==> src/hdl/dbba_pkg.sv <==
// Shared constants, codes and types of the disk block bitmap allocator.
// No dependencies; every other file imports this package.
package dbba_pkg;

    localparam int HEAD_COUNT_DEF     = 4;
    localparam int CYLINDER_COUNT_DEF = 32;
    localparam int SECTOR_COUNT_DEF   = 8;
    localparam int MAX_ALLOC_DEF      = 64;

    localparam int WORD_W  = 32;
    localparam int WORD_SH = 5;
    localparam int LIN_W   = 13;
    localparam int FREE_W  = 14;
    localparam int REM_W   = 7;
    localparam int CNT_W   = 7;
    localparam int CYL_W   = 6;
    localparam int HEAD_W  = 3;
    localparam int SEC_W   = 4;
    localparam int RCP_SH  = 20;
    localparam int PROD1_W = LIN_W + RCP_SH + 1;
    localparam int PROD2_W = REM_W + RCP_SH + 1;

    localparam logic OP_ALLOC   = 1'b0;
    localparam logic OP_RELEASE = 1'b1;

    typedef enum logic [2:0] {
        ST_ALLOC    = 3'd0,
        ST_NOSPACE  = 3'd1,
        ST_RELEASED = 3'd2,
        ST_INVALID  = 3'd3,
        ST_ZERO     = 3'd4
    } t_status;

    typedef enum logic [3:0] {
        S_IDLE,
        S_LOAD,
        S_PICK,
        S_CV1,
        S_CV2,
        S_CV3,
        S_CV4,
        S_REL,
        S_EMIT
    } t_state;

endpackage

==> src/hdl/dbba_req_if.sv <==
// Request channel of the allocator: valid/ready handshake and request word.
// Depends on dbba_pkg.
interface dbba_req_if import dbba_pkg::*; ();
    logic              valid;
    logic              ready;
    logic              op;
    logic [CNT_W-1:0]  count;
    logic [CYL_W-1:0]  cylinder;
    logic [HEAD_W-1:0] head;
    logic [SEC_W-1:0]  sector;

    modport source (output valid, op, count, cylinder, head, sector, input ready);
    modport sink   (input valid, op, count, cylinder, head, sector, output ready);
endinterface

==> src/hdl/dbba_res_if.sv <==
// Result channel of the allocator: valid/ready handshake and result word.
// Depends on dbba_pkg.
interface dbba_res_if import dbba_pkg::*; ();
    logic              valid;
    logic              ready;
    t_status           status;
    logic [CYL_W-1:0]  out_cylinder;
    logic [HEAD_W-1:0] out_head;
    logic [SEC_W-1:0]  out_sector;
    logic              last;

    modport source (output valid, status, out_cylinder, out_head, out_sector, last,
                    input ready);
    modport sink   (input valid, status, out_cylinder, out_head, out_sector, last,
                    output ready);
endinterface

==> src/hdl/disk_block_bitmap_allocator_core.sv <==
// Channel   Dir  Modport  Word
// i_req     in   sink     op, count, cylinder, head, sector
// o_res     out  source   status, out_cylinder, out_head, out_sector, last
//
// Bitmap held in 32-bit words of one synchronous RAM, with a valid flag per word
// cleared at reset, so no clearing pass is needed. Release in range: read, load,
// check, emit. Allocate: set-up, then a load and a pick per fully used word
// scanned, and per block granted the read-modify-write of a word and the
// reciprocal-multiply address unit. Zero, no-space and out-of-range release
// requests go straight to emit. One request at a time; i_req.ready is high only
// when idle. A stalled result holds in the output register. Reset (synchronous,
// active low) frees every block.
// Depends on dbba_pkg, dbba_req_if and dbba_res_if.
module disk_block_bitmap_allocator_core import dbba_pkg::*; #(
    parameter int HEAD_COUNT     = HEAD_COUNT_DEF,
    parameter int CYLINDER_COUNT = CYLINDER_COUNT_DEF,
    parameter int SECTOR_COUNT   = SECTOR_COUNT_DEF,
    parameter int MAX_ALLOC      = MAX_ALLOC_DEF
) (
    input logic        i_clk,
    input logic        i_rst_n,
    dbba_req_if.sink   i_req,
    dbba_res_if.source o_res
);

    localparam int PER_CYL   = HEAD_COUNT * SECTOR_COUNT;
    localparam int TOTAL     = CYLINDER_COUNT * PER_CYL;
    localparam int WORDS     = (TOTAL + WORD_W - 1) / WORD_W;
    localparam int WA_W      = (WORDS > 1) ? $clog2(WORDS) : 1;
    localparam int LAST_BITS = TOTAL - (WORDS - 1) * WORD_W;
    localparam int RCP_CYL   = ((1 << RCP_SH) + PER_CYL - 1) / PER_CYL;
    localparam int RCP_SEC   = ((1 << RCP_SH) + SECTOR_COUNT - 1) / SECTOR_COUNT;
    localparam logic [WORD_W-1:0] LAST_MASK = {WORD_W{1'b1}} >> (WORD_W - LAST_BITS);

    logic [WORD_W-1:0] r_mem [WORDS];
    logic              r_vld [WORDS];
    logic [WORD_W-1:0] r_rdata;
    logic              r_rvld;

    t_state            r_state, n_state;
    logic [FREE_W-1:0] r_free, n_free;
    logic              r_ov, n_ov;
    logic              r_op, n_op;
    logic [WA_W-1:0]   r_wa, n_wa;
    logic [WORD_W-1:0] r_word, n_word;
    logic [LIN_W-1:0]  r_idx, n_idx;
    logic [CNT_W-1:0]  r_need, n_need;
    logic [CYL_W-1:0]  r_cyl, n_cyl;
    logic [HEAD_W-1:0] r_head, n_head;
    logic [SEC_W-1:0]  r_sec, n_sec;
    logic [REM_W-1:0]  r_rem, n_rem;
    t_status           r_status, n_status;
    logic              r_last, n_last;
    t_status           r_ostatus, n_ostatus;
    logic [CYL_W-1:0]  r_ocyl, n_ocyl;
    logic [HEAD_W-1:0] r_ohead, n_ohead;
    logic [SEC_W-1:0]  r_osec, n_osec;
    logic              r_olast, n_olast;

    logic              rd_en, wr_en;
    logic [WA_W-1:0]   rd_addr;
    logic [WORD_W-1:0] wr_data;
    logic              out_ok;
    logic [LIN_W-1:0]  rel_idx;
    logic              rel_ok;
    logic              no_space;
    logic [WORD_W-1:0] word_mask, free_bits, iso;
    logic              found;
    logic [WORD_SH-1:0] bitpos;
    logic [PROD1_W-1:0] prod1;
    logic [PROD2_W-1:0] prod2;
    logic [LIN_W-1:0]  rem_full;
    logic [REM_W-1:0]  sec_full;

    assign out_ok   = !r_ov || o_res.ready;
    assign rel_idx  = LIN_W'(i_req.cylinder) * LIN_W'(PER_CYL)
                    + LIN_W'(i_req.head) * LIN_W'(SECTOR_COUNT) + LIN_W'(i_req.sector);
    assign rel_ok   = {1'b0, rel_idx} < (LIN_W + 1)'(TOTAL);
    assign no_space = (i_req.count > CNT_W'(MAX_ALLOC)) || (FREE_W'(i_req.count) > r_free);

    assign word_mask = (r_wa == WA_W'(WORDS - 1)) ? LAST_MASK : {WORD_W{1'b1}};
    assign free_bits = ~r_word & word_mask;
    assign iso       = free_bits & (~free_bits + WORD_W'(1));
    assign found     = |free_bits;

    always_comb begin
        bitpos = '0;
        for (int j = 0; j < WORD_W; j++) begin
            bitpos = bitpos | (iso[j] ? WORD_SH'(j) : '0);
        end
    end

    assign prod1    = PROD1_W'(r_idx) * PROD1_W'(RCP_CYL);
    assign prod2    = PROD2_W'(r_rem) * PROD2_W'(RCP_SEC);
    assign rem_full = r_idx - LIN_W'(LIN_W'(r_cyl) * LIN_W'(PER_CYL));
    assign sec_full = r_rem - REM_W'(REM_W'(r_head) * REM_W'(SECTOR_COUNT));

    always_comb begin
        n_state   = r_state;
        n_free    = r_free;
        n_ov      = r_ov && !o_res.ready;
        n_op      = r_op;
        n_wa      = r_wa;
        n_word    = r_word;
        n_idx     = r_idx;
        n_need    = r_need;
        n_cyl     = r_cyl;
        n_head    = r_head;
        n_sec     = r_sec;
        n_rem     = r_rem;
        n_status  = r_status;
        n_last    = r_last;
        n_ostatus = r_ostatus;
        n_ocyl    = r_ocyl;
        n_ohead   = r_ohead;
        n_osec    = r_osec;
        n_olast   = r_olast;
        rd_en     = 1'b0;
        rd_addr   = r_wa;
        wr_en     = 1'b0;
        wr_data   = r_word;
        i_req.ready = 1'b0;

        case (r_state)
            S_IDLE: begin
                i_req.ready = 1'b1;
                if (i_req.valid) begin
                    n_op   = i_req.op;
                    n_last = 1'b1;
                    n_need = '0;
                    if (i_req.op == OP_RELEASE) begin
                        n_cyl  = i_req.cylinder;
                        n_head = i_req.head;
                        n_sec  = i_req.sector;
                        n_idx  = rel_idx;
                        if (rel_ok) begin
                            n_wa    = rel_idx[WORD_SH +: WA_W];
                            rd_en   = 1'b1;
                            rd_addr = rel_idx[WORD_SH +: WA_W];
                            n_state = S_LOAD;
                        end else begin
                            n_status = ST_INVALID;
                            n_state  = S_EMIT;
                        end
                    end else if (i_req.count == '0 || no_space) begin
                        n_status = (i_req.count == '0) ? ST_ZERO : ST_NOSPACE;
                        n_cyl    = '0;
                        n_head   = '0;
                        n_sec    = '0;
                        n_state  = S_EMIT;
                    end else begin
                        n_need  = i_req.count;
                        n_wa    = '0;
                        rd_en   = 1'b1;
                        rd_addr = '0;
                        n_state = S_LOAD;
                    end
                end
            end
            S_LOAD: begin
                n_word  = r_rvld ? r_rdata : '0;
                n_state = (r_op == OP_RELEASE) ? S_REL : S_PICK;
            end
            S_PICK: begin
                if (found) begin
                    n_word   = r_word | iso;
                    wr_en    = 1'b1;
                    wr_data  = r_word | iso;
                    n_idx    = LIN_W'({r_wa, bitpos});
                    n_need   = r_need - CNT_W'(1);
                    n_free   = r_free - FREE_W'(1);
                    n_last   = (r_need == CNT_W'(1));
                    n_status = ST_ALLOC;
                    n_state  = S_CV1;
                end else begin
                    n_wa    = r_wa + WA_W'(1);
                    rd_en   = 1'b1;
                    rd_addr = r_wa + WA_W'(1);
                    n_state = S_LOAD;
                end
            end
            S_CV1: begin
                n_cyl   = prod1[RCP_SH +: CYL_W];
                n_state = S_CV2;
            end
            S_CV2: begin
                n_rem   = rem_full[REM_W-1:0];
                n_state = S_CV3;
            end
            S_CV3: begin
                n_head  = prod2[RCP_SH +: HEAD_W];
                n_state = S_CV4;
            end
            S_CV4: begin
                n_sec   = sec_full[SEC_W-1:0];
                n_state = S_EMIT;
            end
            S_REL: begin
                if (r_word[r_idx[WORD_SH-1:0]]) begin
                    wr_en    = 1'b1;
                    wr_data  = r_word & ~(WORD_W'(1) << r_idx[WORD_SH-1:0]);
                    n_free   = r_free + FREE_W'(1);
                    n_status = ST_RELEASED;
                end else begin
                    n_status = ST_INVALID;
                end
                n_state = S_EMIT;
            end
            S_EMIT: begin
                if (out_ok) begin
                    n_ov      = 1'b1;
                    n_ostatus = r_status;
                    n_ocyl    = r_cyl;
                    n_ohead   = r_head;
                    n_osec    = r_sec;
                    n_olast   = r_last;
                    n_state   = (r_need != '0) ? S_PICK : S_IDLE;
                end
            end
            default: begin
                n_state = S_IDLE;
            end
        endcase
    end

    always_ff @(posedge i_clk) begin
        if (!i_rst_n) begin
            r_state <= S_IDLE;
            r_free  <= FREE_W'(TOTAL);
            r_ov    <= 1'b0;
        end else begin
            r_state <= n_state;
            r_free  <= n_free;
            r_ov    <= n_ov;
        end
    end

    always_ff @(posedge i_clk) begin
        r_op      <= n_op;
        r_wa      <= n_wa;
        r_word    <= n_word;
        r_idx     <= n_idx;
        r_need    <= n_need;
        r_cyl     <= n_cyl;
        r_head    <= n_head;
        r_sec     <= n_sec;
        r_rem     <= n_rem;
        r_status  <= n_status;
        r_last    <= n_last;
        r_ostatus <= n_ostatus;
        r_ocyl    <= n_ocyl;
        r_ohead   <= n_ohead;
        r_osec    <= n_osec;
        r_olast   <= n_olast;
    end

    always_ff @(posedge i_clk) begin
        if (wr_en) begin
            r_mem[r_wa] <= wr_data;
        end
        if (rd_en) begin
            r_rdata <= r_mem[rd_addr];
        end
    end

    always_ff @(posedge i_clk) begin
        if (!i_rst_n) begin
            for (int w = 0; w < WORDS; w++) begin
                r_vld[w] <= 1'b0;
            end
            r_rvld <= 1'b0;
        end else begin
            if (wr_en) begin
                r_vld[r_wa] <= 1'b1;
            end
            if (rd_en) begin
                r_rvld <= r_vld[rd_addr];
            end
        end
    end

    assign o_res.valid        = r_ov;
    assign o_res.status       = r_ostatus;
    assign o_res.out_cylinder = r_ocyl;
    assign o_res.out_head     = r_ohead;
    assign o_res.out_sector   = r_osec;
    assign o_res.last         = r_olast;

    a_free_bound: assert property (@(posedge i_clk) disable iff (!i_rst_n)
        r_free <= FREE_W'(TOTAL))
        else $error("free count above bitmap size");

    a_pick_need: assert property (@(posedge i_clk) disable iff (!i_rst_n)
        (r_state == S_PICK) |-> (r_need != '0))
        else $error("scan running with nothing left to grant");

    a_scan_range: assert property (@(posedge i_clk) disable iff (!i_rst_n)
        (r_state == S_PICK) |-> (r_wa <= WA_W'(WORDS - 1)))
        else $error("scan ran past the bitmap");

    a_pick_count: assert property (@(posedge i_clk) disable iff (!i_rst_n)
        (r_state == S_PICK && found) |=> (r_free == $past(r_free) - FREE_W'(1)))
        else $error("granted block not taken off the free count");

endmodule

==> src/flat_wrapper.sv <==
// flat-port wrapper written by rule: the top's interface ports become plain ports
module disk_block_bitmap_allocator_core_flat import dbba_pkg::*;
#(
    parameter int HEAD_COUNT     = HEAD_COUNT_DEF,
    parameter int CYLINDER_COUNT = CYLINDER_COUNT_DEF,
    parameter int SECTOR_COUNT   = SECTOR_COUNT_DEF,
    parameter int MAX_ALLOC      = MAX_ALLOC_DEF
)
  (i_clk, i_rst_n, i_req_valid, i_req_op, i_req_count, i_req_cylinder, i_req_head, i_req_sector, i_req_ready, o_res_valid, o_res_status, o_res_out_cylinder, o_res_out_head, o_res_out_sector, o_res_last, o_res_ready);
  dbba_req_if i_req_i ();
  dbba_res_if o_res_i ();
  input logic i_clk;
  input logic i_rst_n;
  input wire logic [$bits(i_req_i.valid)-1:0] i_req_valid;
  input wire logic [$bits(i_req_i.op)-1:0] i_req_op;
  input wire logic [$bits(i_req_i.count)-1:0] i_req_count;
  input wire logic [$bits(i_req_i.cylinder)-1:0] i_req_cylinder;
  input wire logic [$bits(i_req_i.head)-1:0] i_req_head;
  input wire logic [$bits(i_req_i.sector)-1:0] i_req_sector;
  output wire logic [$bits(i_req_i.ready)-1:0] i_req_ready;
  output wire logic [$bits(o_res_i.valid)-1:0] o_res_valid;
  output wire logic [$bits(o_res_i.status)-1:0] o_res_status;
  output wire logic [$bits(o_res_i.out_cylinder)-1:0] o_res_out_cylinder;
  output wire logic [$bits(o_res_i.out_head)-1:0] o_res_out_head;
  output wire logic [$bits(o_res_i.out_sector)-1:0] o_res_out_sector;
  output wire logic [$bits(o_res_i.last)-1:0] o_res_last;
  input wire logic [$bits(o_res_i.ready)-1:0] o_res_ready;
  assign i_req_i.valid = i_req_valid;
  assign i_req_i.op = i_req_op;
  assign i_req_i.count = i_req_count;
  assign i_req_i.cylinder = i_req_cylinder;
  assign i_req_i.head = i_req_head;
  assign i_req_i.sector = i_req_sector;
  assign i_req_ready = i_req_i.ready;
  assign o_res_valid = o_res_i.valid;
  assign o_res_status = o_res_i.status;
  assign o_res_out_cylinder = o_res_i.out_cylinder;
  assign o_res_out_head = o_res_i.out_head;
  assign o_res_out_sector = o_res_i.out_sector;
  assign o_res_last = o_res_i.last;
  assign o_res_i.ready = o_res_ready;
  disk_block_bitmap_allocator_core #(.HEAD_COUNT(HEAD_COUNT), .CYLINDER_COUNT(CYLINDER_COUNT), .SECTOR_COUNT(SECTOR_COUNT), .MAX_ALLOC(MAX_ALLOC)) u_core (.i_clk(i_clk), .i_rst_n(i_rst_n), .i_req(i_req_i), .o_res(o_res_i));
endmodule
==> config.mk <==
export PLATFORM = sky130hd
export DESIGN_NAME = disk_block_bitmap_allocator_core_flat
export DESIGN_NICKNAME = d
export VERILOG_FILES = /design/src/hdl/dbba_pkg.sv /design/src/hdl/dbba_req_if.sv /design/src/hdl/dbba_res_if.sv /design/src/hdl/disk_block_bitmap_allocator_core.sv /design/src/flat_wrapper.sv
export SDC_FILE = /design/constraint.sdc
export NUM_CORES = 2
export LEC_CHECK = 0
export ABC_AREA = 1
export BUFFER_PORTS_ARGS = -buffer_cell sky130_fd_sc_hd__buf_4
export CORE_MARGIN = 5
export CORE_UTILIZATION = 51
export CTS_CLUSTER_SIZE = 25
export DETAILED_ROUTE_END_ITERATION = 12
export PLACE_DENSITY = 0.66
export SYNTH_ARGS = -nofsm -noshare
export SYNTH_HDL_FRONTEND = slang
export SYNTH_SLANG_ARGS = --single-unit
export TNS_END_PERCENT = 5
==> constraint.sdc <==
create_clock -name i_clk -period 7.5 [get_ports i_clk]
set_input_delay 0.375 -clock i_clk [delete_from_list [all_inputs] [get_ports i_clk]]
set_output_delay 0.375 -clock i_clk [all_outputs]
set_load 0.02 [all_outputs]
=== Word-level counts from Yosys, hierarchy flattened ===
Memory sizes are Yosys's and may differ from the RTL's. A register that Yosys moved wholly into a read port is not among the register bits.
Index checks and enable logic that the tools add are counted.

* Flip-flop bits (word level): 115
* RAM bits: 1,056
* Output and inout port bits: 19
* Memories: 2

{| class="wikitable"
|+ Memory list
! name !! words !! width !! rd ports !! clocked after Yosys merged registers in !! write ports !! RTL line !! source
|-
| u_core.r_mem || 32 || 32 || 1 || 1 || 1 || disk_block_bitmap_allocator_core.sv:35 || <nowiki>logic [WORD_W-1:0] r_mem [WORDS];</nowiki>
|-
| u_core.r_vld || 32 || 1 || 1 || 1 || 32 || disk_block_bitmap_allocator_core.sv:36 || <nowiki>logic r_vld [WORDS];</nowiki>
|}

* Add/sub/neg operators: 9
* Order comparisons: 4
* Equal/unequal tests: 16
* Shift-type cells: 1
* Multiplexer cells: 108
* Bitwise gates (word level): 36
* Reduce and logical (&&, ||, !) cells: 30

{| class="wikitable"
|+ Operators by type and width
! cell !! count
|-
| OR 5 bit || 30
|-
| one-hot mux 32 bit (2 select lines) || 2
|-
| two-way mux 5 bit || 22
|-
| two-way mux 32 bit || 3
|-
| inverter 32 bit || 3
|-
| bitwise AND 32 bit || 2
|-
| two-way mux 4 bit || 16
|-
| two-way mux 3 bit || 14
|-
| two-way mux 11 bit || 3
|-
| adder 32 x 1 -> 32 bit, second input constant || 1
|-
| OR 32 bit || 1
|-
| one-hot mux 4 bit (8 select lines) || 1
|-
| OR reduction 32 bit || 1
|-
| << shifter 1 x 5 -> 32 bit, first input constant || 1
|-
| two-way mux 14 bit || 2
|-
| two-way mux 7 bit || 4
|-
| one-hot mux 14 bit (2 select lines) || 1
|-
| two-way mux 1 bit || 22
|-
| one-hot mux 11 bit (2 select lines) || 1
|-
| two-way mux 6 bit || 3
|-
| == test 4 x 3 -> 1 bit, second input constant || 4
|-
| AND reduction 3 bit || 5
|-
| adder 14 x 1 -> 14 bit, second input constant || 1
|-
| greater-than comparator 7 x 14 -> 1 bit || 1
|-
| 40 further kinds || 60
|}

=== Logic depth before layout (Yosys ltp) ===
* Word-level depth: 37
* Mapped depth: 27

=== Least setup slack after synthesis ===
OpenSTA, ideal clock, no wires.

* Kind: flip-flop to flip-flop
* Start: reg u_core.r_idx[0]
* End: mem u_core.r_mem[26][0], enable pin
* Setup time: 505 ps
* Data arrival time: 4,927 ps
* Slack: 2,068 ps
* Stages on the path, launching flop included: 12
* Path buffers: 0
* Cell sequence: edfxtp_1 nor2_1 inv_1 o22ai_1 a21oi_1 o211ai_1 o311ai_0 nand2_1 nand3_1 nand3_2 nand2_1 nor4_1

* Cells in the longest elaborated chain, start to end: 6

{| class="wikitable"
|+ Ends and longest elaborated chain
! item !! RTL line !! source
|-
| start: declaration || disk_block_bitmap_allocator_core.sv:46 || <nowiki>logic [LIN_W-1:0] r_idx, n_idx;</nowiki>
|-
| start signal: assignment || disk_block_bitmap_allocator_core.sv:242 || <nowiki>r_idx <= n_idx;</nowiki>
|-
| binary-select mux 1 bit (select 5 bit) || disk_block_bitmap_allocator_core.sv:199 || <nowiki>if (r_word[r_idx[WORD_SH-1:0]]) begin</nowiki>
|-
| two-way mux 1 bit (implied by the code) || disk_block_bitmap_allocator_core.sv:199 ||
|-
| two-way mux 1 bit || disk_block_bitmap_allocator_core.sv:199 ||
|-
| one-hot mux 1 bit (2 select lines) || disk_block_bitmap_allocator_core.sv:124 || <nowiki>case (r_state)</nowiki>
|-
| two-way mux 1 bit || disk_block_bitmap_allocator_core.sv:258 || <nowiki>if (wr_en) begin</nowiki>
|-
| two-way mux 1 bit (implied by the code) || disk_block_bitmap_allocator_core.sv:259 || <nowiki>r_mem[r_wa] <= wr_data;</nowiki>
|-
| end: declaration || disk_block_bitmap_allocator_core.sv:35 ||
|}

Every way passes these cells. The select of a mux whose other input is x is not followed.

=== Worst setup path in the final report ===
* Start: reg u_core.r_word[21]
* End: reg u_core.r_rdata[6] (read register of u_core.r_mem), data pin

* Cells in the longest elaborated chain, start to end: 4
* Elaborated cells on any way between the ends: 6

{| class="wikitable"
|+ Ends and longest elaborated chain
! item !! RTL line !! source
|-
| start: declaration || disk_block_bitmap_allocator_core.sv:45 || <nowiki>logic [WORD_W-1:0] r_word, n_word;</nowiki>
|-
| start signal: assignment || disk_block_bitmap_allocator_core.sv:241 || <nowiki>r_word <= n_word;</nowiki>
|-
| inverter 32 bit (*) || disk_block_bitmap_allocator_core.sv:82 || <nowiki>assign free_bits = ~r_word & word_mask;</nowiki>
|-
| OR reduction 32 bit (*) || disk_block_bitmap_allocator_core.sv:84 || <nowiki>assign found = |free_bits;</nowiki>
|-
| two-way mux 5 bit / two-way mux 1 bit (equally long branches) || disk_block_bitmap_allocator_core.sv:165 || <nowiki>if (found) begin</nowiki>
|-
| one-hot mux 5 bit (2 select lines) / one-hot mux 1 bit (2 select lines) (equally long branches) || disk_block_bitmap_allocator_core.sv:124 ||
|-
| end: declaration || disk_block_bitmap_allocator_core.sv:37 || <nowiki>logic [WORD_W-1:0] r_rdata;</nowiki>
|}

Mark *: on every way between the ends. The rest lies on a longest branch, timed or not.
A chain may end at the register's enable or synchronous reset.

==> results.cfg <==
[status]
outcome = complete, no violations

[logic_synthesis]
yosys.cell_count.top_type = sky130_fd_sc_hd__edfxtp_1
synthesis.instances = 4324
synthesis.area_um2 = 50850
yosys_most_used_dff = sky130_fd_sc_hd__edfxtp_1
area_share_of_the_largest_cell_type_after_synthesis_pct = 67.74
synth_enable_flop_cells = 1147
synth_async_sr_flop_share_pct = 0
ys_warn_count = 0
synth.ff_latch_count = 1204
syn_area_per_cell_um2 = 11.76
syn_nets = 4378
yosysTopAreaCell = sky130_fd_sc_hd__edfxtp_1
synthTopCellsByArea = sky130_fd_sc_hd__edfxtp_1 68%, sky130_fd_sc_hd__o21ai_0 4.8%, sky130_fd_sc_hd__nor2_1 4.3%
synthTopCellsByCount = 1147 x sky130_fd_sc_hd__edfxtp_1, 589 x sky130_fd_sc_hd__nor2_1, 487 x sky130_fd_sc_hd__o21ai_0, 433 x sky130_fd_sc_hd__nand2_1, 292 x sky130_fd_sc_hd__inv_1
synth.yosys.seq_area_share_pct = 69.99
count_of_distinct_cell_types_in_the_synthesized_netlist = 55

[setup_path]
ff2ff_setup_slack_ps = 2310
worst_setup_path_end_kind = flop
cpPeakStageDelay_ps = 740
critical_path.startpoint_type = flop
worst-r2r-cell-count = 22
worstPathCellList = nand2_1, nor3_4, nand2_1, nor2_1, nand2_1, inv_2, nand2_1, nand3_1, nand2_1, inv_2, nand2_4, nand2_8, clkinv_8, buf_12, nor2_1, nor2_1, o21ai_0, o211ai_1, nand3_1, nand2_1, nand2_1, nand2_1
critPathBufInv = 4
crit_required_ps = 7960
critical-path-slowest-cell = sky130_fd_sc_hd__clkinv_8
crit_arrival_ps = 5650
regToRegEndpoint = u_core.r_rdata[6]
worst-path-max-fanout = 138
cell_occurring_most_often_along_the_worst_timing_path = sky130_fd_sc_hd__nand2_1
timing.rr.start = u_core.r_word[21]
cp_top_family = simple AND/OR/NAND/NOR gates
critPathKind = reg -> reg

[sta]
largest_clock_skew_in_the_final_design_ps = 27.01
setup_viol = 0
worst_hold_slack_ps = 31.53
report.final.slew_viol_count = 0
share_of_the_cycle_needed_by_the_critical_path_after_routing_pct = 69.18
finalWorstPathRequiredPeriod_ps = 5188
fin_setup_tns_ps = 0
postLayoutSetupSlackWorst_ps = 2312
grt_setup_unrepaired = no
timing_worst_slew_pin_value_ps = 1337
report.final.hold_viol_count = 0
slew-limit-headroom_pct = 10.65
maxClockFrequency_mhz = 192.7

[die]
die-height_um = 325.7
floorplan.io_pins = 44
die_width_um = 325.7
row_count = 115
floorplan.core_area_um2 = 98710
floorplan.initialDensity_pct = 51.51
die_area_um2 = 106100

[routing]
via_count = 34350
route.detailed.vias_per_inst = 6.021
drt-total-wl_um = 142600
drt_drc_violations_left = 0
initialDrtViolationCount = 4903
routedWlPerCell_um = 24.99
drt-pass1-iter-count = 6
route.antenna.remaining_nets = 0

[cts]
cts_made_buffers = 121
worst_setup_hold_path_clk_slew_ps = 60
clock_tree_buf_depth = 3
cts.sink_count = 1204
clk-insertion-delay-late_ps = 720
number_of_setup_buffers_added_after_cts = 0
cts_tree = done
htree_num_levels = 3
cts-root-buf = sky130_fd_sc_hd__clkbuf_16

[worst_hold_path]
whs_path_depth = 2
min_path_type = in -> reg
whs_endpoint = u_core.r_free[10]
holdCritStartpoint = i_rst_n

[cells_and_area]
drive_above_1_share_pct = 8.579
final_net_count = 4370
multiInputGateArea_um2 = 13050
layout.area.seq_um2 = 35580
area_growth_syn_to_layout_pct = 10.84
layout.filler_cells = 8034

[global_route]
grt_overflow_total = 0
grt_max_degree = 242
vias_in_the_first_global_route = 32360
antenna_violations_before_repair = 3
grt_usage_pct = 26.15
grt_first_pass_wirelength_um = 210500

[placed_design]
finalWeightedCongestion = 0.9991
detailedPlacementHpwl_um = 76700
preCtsSetupSlack_ps = 2557
io_buffer_count = 43

[job]
max_cap_viol_count = 0
==> metrics by stage <==
step,instance area (um2),utilization [%],instances
floorplan,50850,-,4324
global route,56350,57.09,5705
global placement,52430,53.12,5474
finish,56360,57.09,5706
CTS,56350,57.09,5705
detailed placement,52430,53.12,5474
==> layout by cell type (no fill, tap or decap), types with 5 or more instances in the layout <==
master	count
sky130_fd_sc_hd__nand2_1	433
sky130_fd_sc_hd__a21oi_1	199
sky130_fd_sc_hd__inv_6	5
sky130_fd_sc_hd__nand3b_1	7
sky130_fd_sc_hd__o21ai_0	484
sky130_fd_sc_hd__edfxtp_1	1147
sky130_fd_sc_hd__o21ai_1	117
sky130_fd_sc_hd__clkinv_1	28
sky130_fd_sc_hd__o2111ai_1	6
sky130_fd_sc_hd__a22oi_1	5
sky130_fd_sc_hd__xor2_1	12
sky130_fd_sc_hd__dlygate4sd3_1	6
sky130_fd_sc_hd__a31oi_1	6
sky130_fd_sc_hd__nand2_4	5
sky130_fd_sc_hd__nand4_1	9
sky130_fd_sc_hd__buf_12	7
sky130_fd_sc_hd__bufinv_16	11
sky130_fd_sc_hd__o221ai_2	6
sky130_fd_sc_hd__nor2_1	577
sky130_fd_sc_hd__clkinv_2	20
sky130_fd_sc_hd__inv_1	271
sky130_fd_sc_hd__ha_1	28
sky130_fd_sc_hd__clkinvlp_4	8
sky130_fd_sc_hd__nor4_1	10
sky130_fd_sc_hd__o211ai_1	273
sky130_fd_sc_hd__buf_4	115
sky130_fd_sc_hd__xnor2_1	10
sky130_fd_sc_hd__nand3_1	238
sky130_fd_sc_hd__inv_2	30
sky130_fd_sc_hd__o22ai_1	11
sky130_fd_sc_hd__nor2_4	14
sky130_fd_sc_hd__o21a_1	12
sky130_fd_sc_hd__clkbuf_16	122
sky130_fd_sc_hd__dfxtp_1	57
sky130_fd_sc_hd__clkbuf_1	34
sky130_fd_sc_hd__nor3_1	33
sky130_fd_sc_hd__nor2_2	6
==> final cells by class <==
class	count	share of cell area, %
sequential	1204	63.14
multi-input combinational	2550	23.16
clock buffer	157	5.668
tap	1287	2.857
inverter	311	2.105
timing repair buffer	128	1.887
clock inverter	68	1.181
antenna	1	0.004440
==> sequential cells by signal, indices dropped and copies added, names as in the netlist, 6 cells and up <==
name and count:
u_core.r_rdata 32, u_core.o_res.out_cylinder 6, u_core.r_mem 1024, u_core.r_free 14
u_core.r_cyl 6, u_core.r_idx 11, u_core.r_rem 6, u_core.r_vld 32
u_core.r_word 32, u_core.r_need 7
==> layer usage <==
layer  part of all wire, %  track usage [%]  up-vias
met2                    45            39.73     1804
met3                   9.7            4.895      276
met5                     0                0        -
met4                   3.9            9.747        0
li1                      -                -    15620
met1                    42            38.03    16650
==> worst max-delay path by stage <==
| stage | end | start | cells past startpoint |
|---|---|---|---|
| 6_report | u_core.r_rdata[6] | u_core.r_word[21] | 22 |
| 5_1_grt | u_core.r_rdata[6] | u_core.r_word[21] | 22 |
| 4_1_cts | u_core.r_rdata[7] | u_core.r_word[21] | 22 |
| 3_5_place_dp | u_core.r_rdata[0] | u_core.r_word[21] | 22 |
| 3_3_place_gp | u_core.r_rdata[15] | u_core.r_word[6] | 22 |
| 2_1_floorplan | u_core.r_mem[26][0] | u_core.r_idx[0] | 11 |
==> timing repair <==
action | CTS | global route
resized for setup | 0 | 0
hold buffers | 6 | 0
hold endpoints to repair | 6 | 0
==> cell families after synthesis <==
logic type,share of synthesized area (%)
flops,69.99
xor+xnor,0.3790
compound gates,13.04
simple gates,11.15
fa+ha+maj,0.7284
buf+inv,4.717
Power is left out: the tool's default activity adds up to more than one toggle a clock period on the data nets, which glitch-free logic cannot reach.
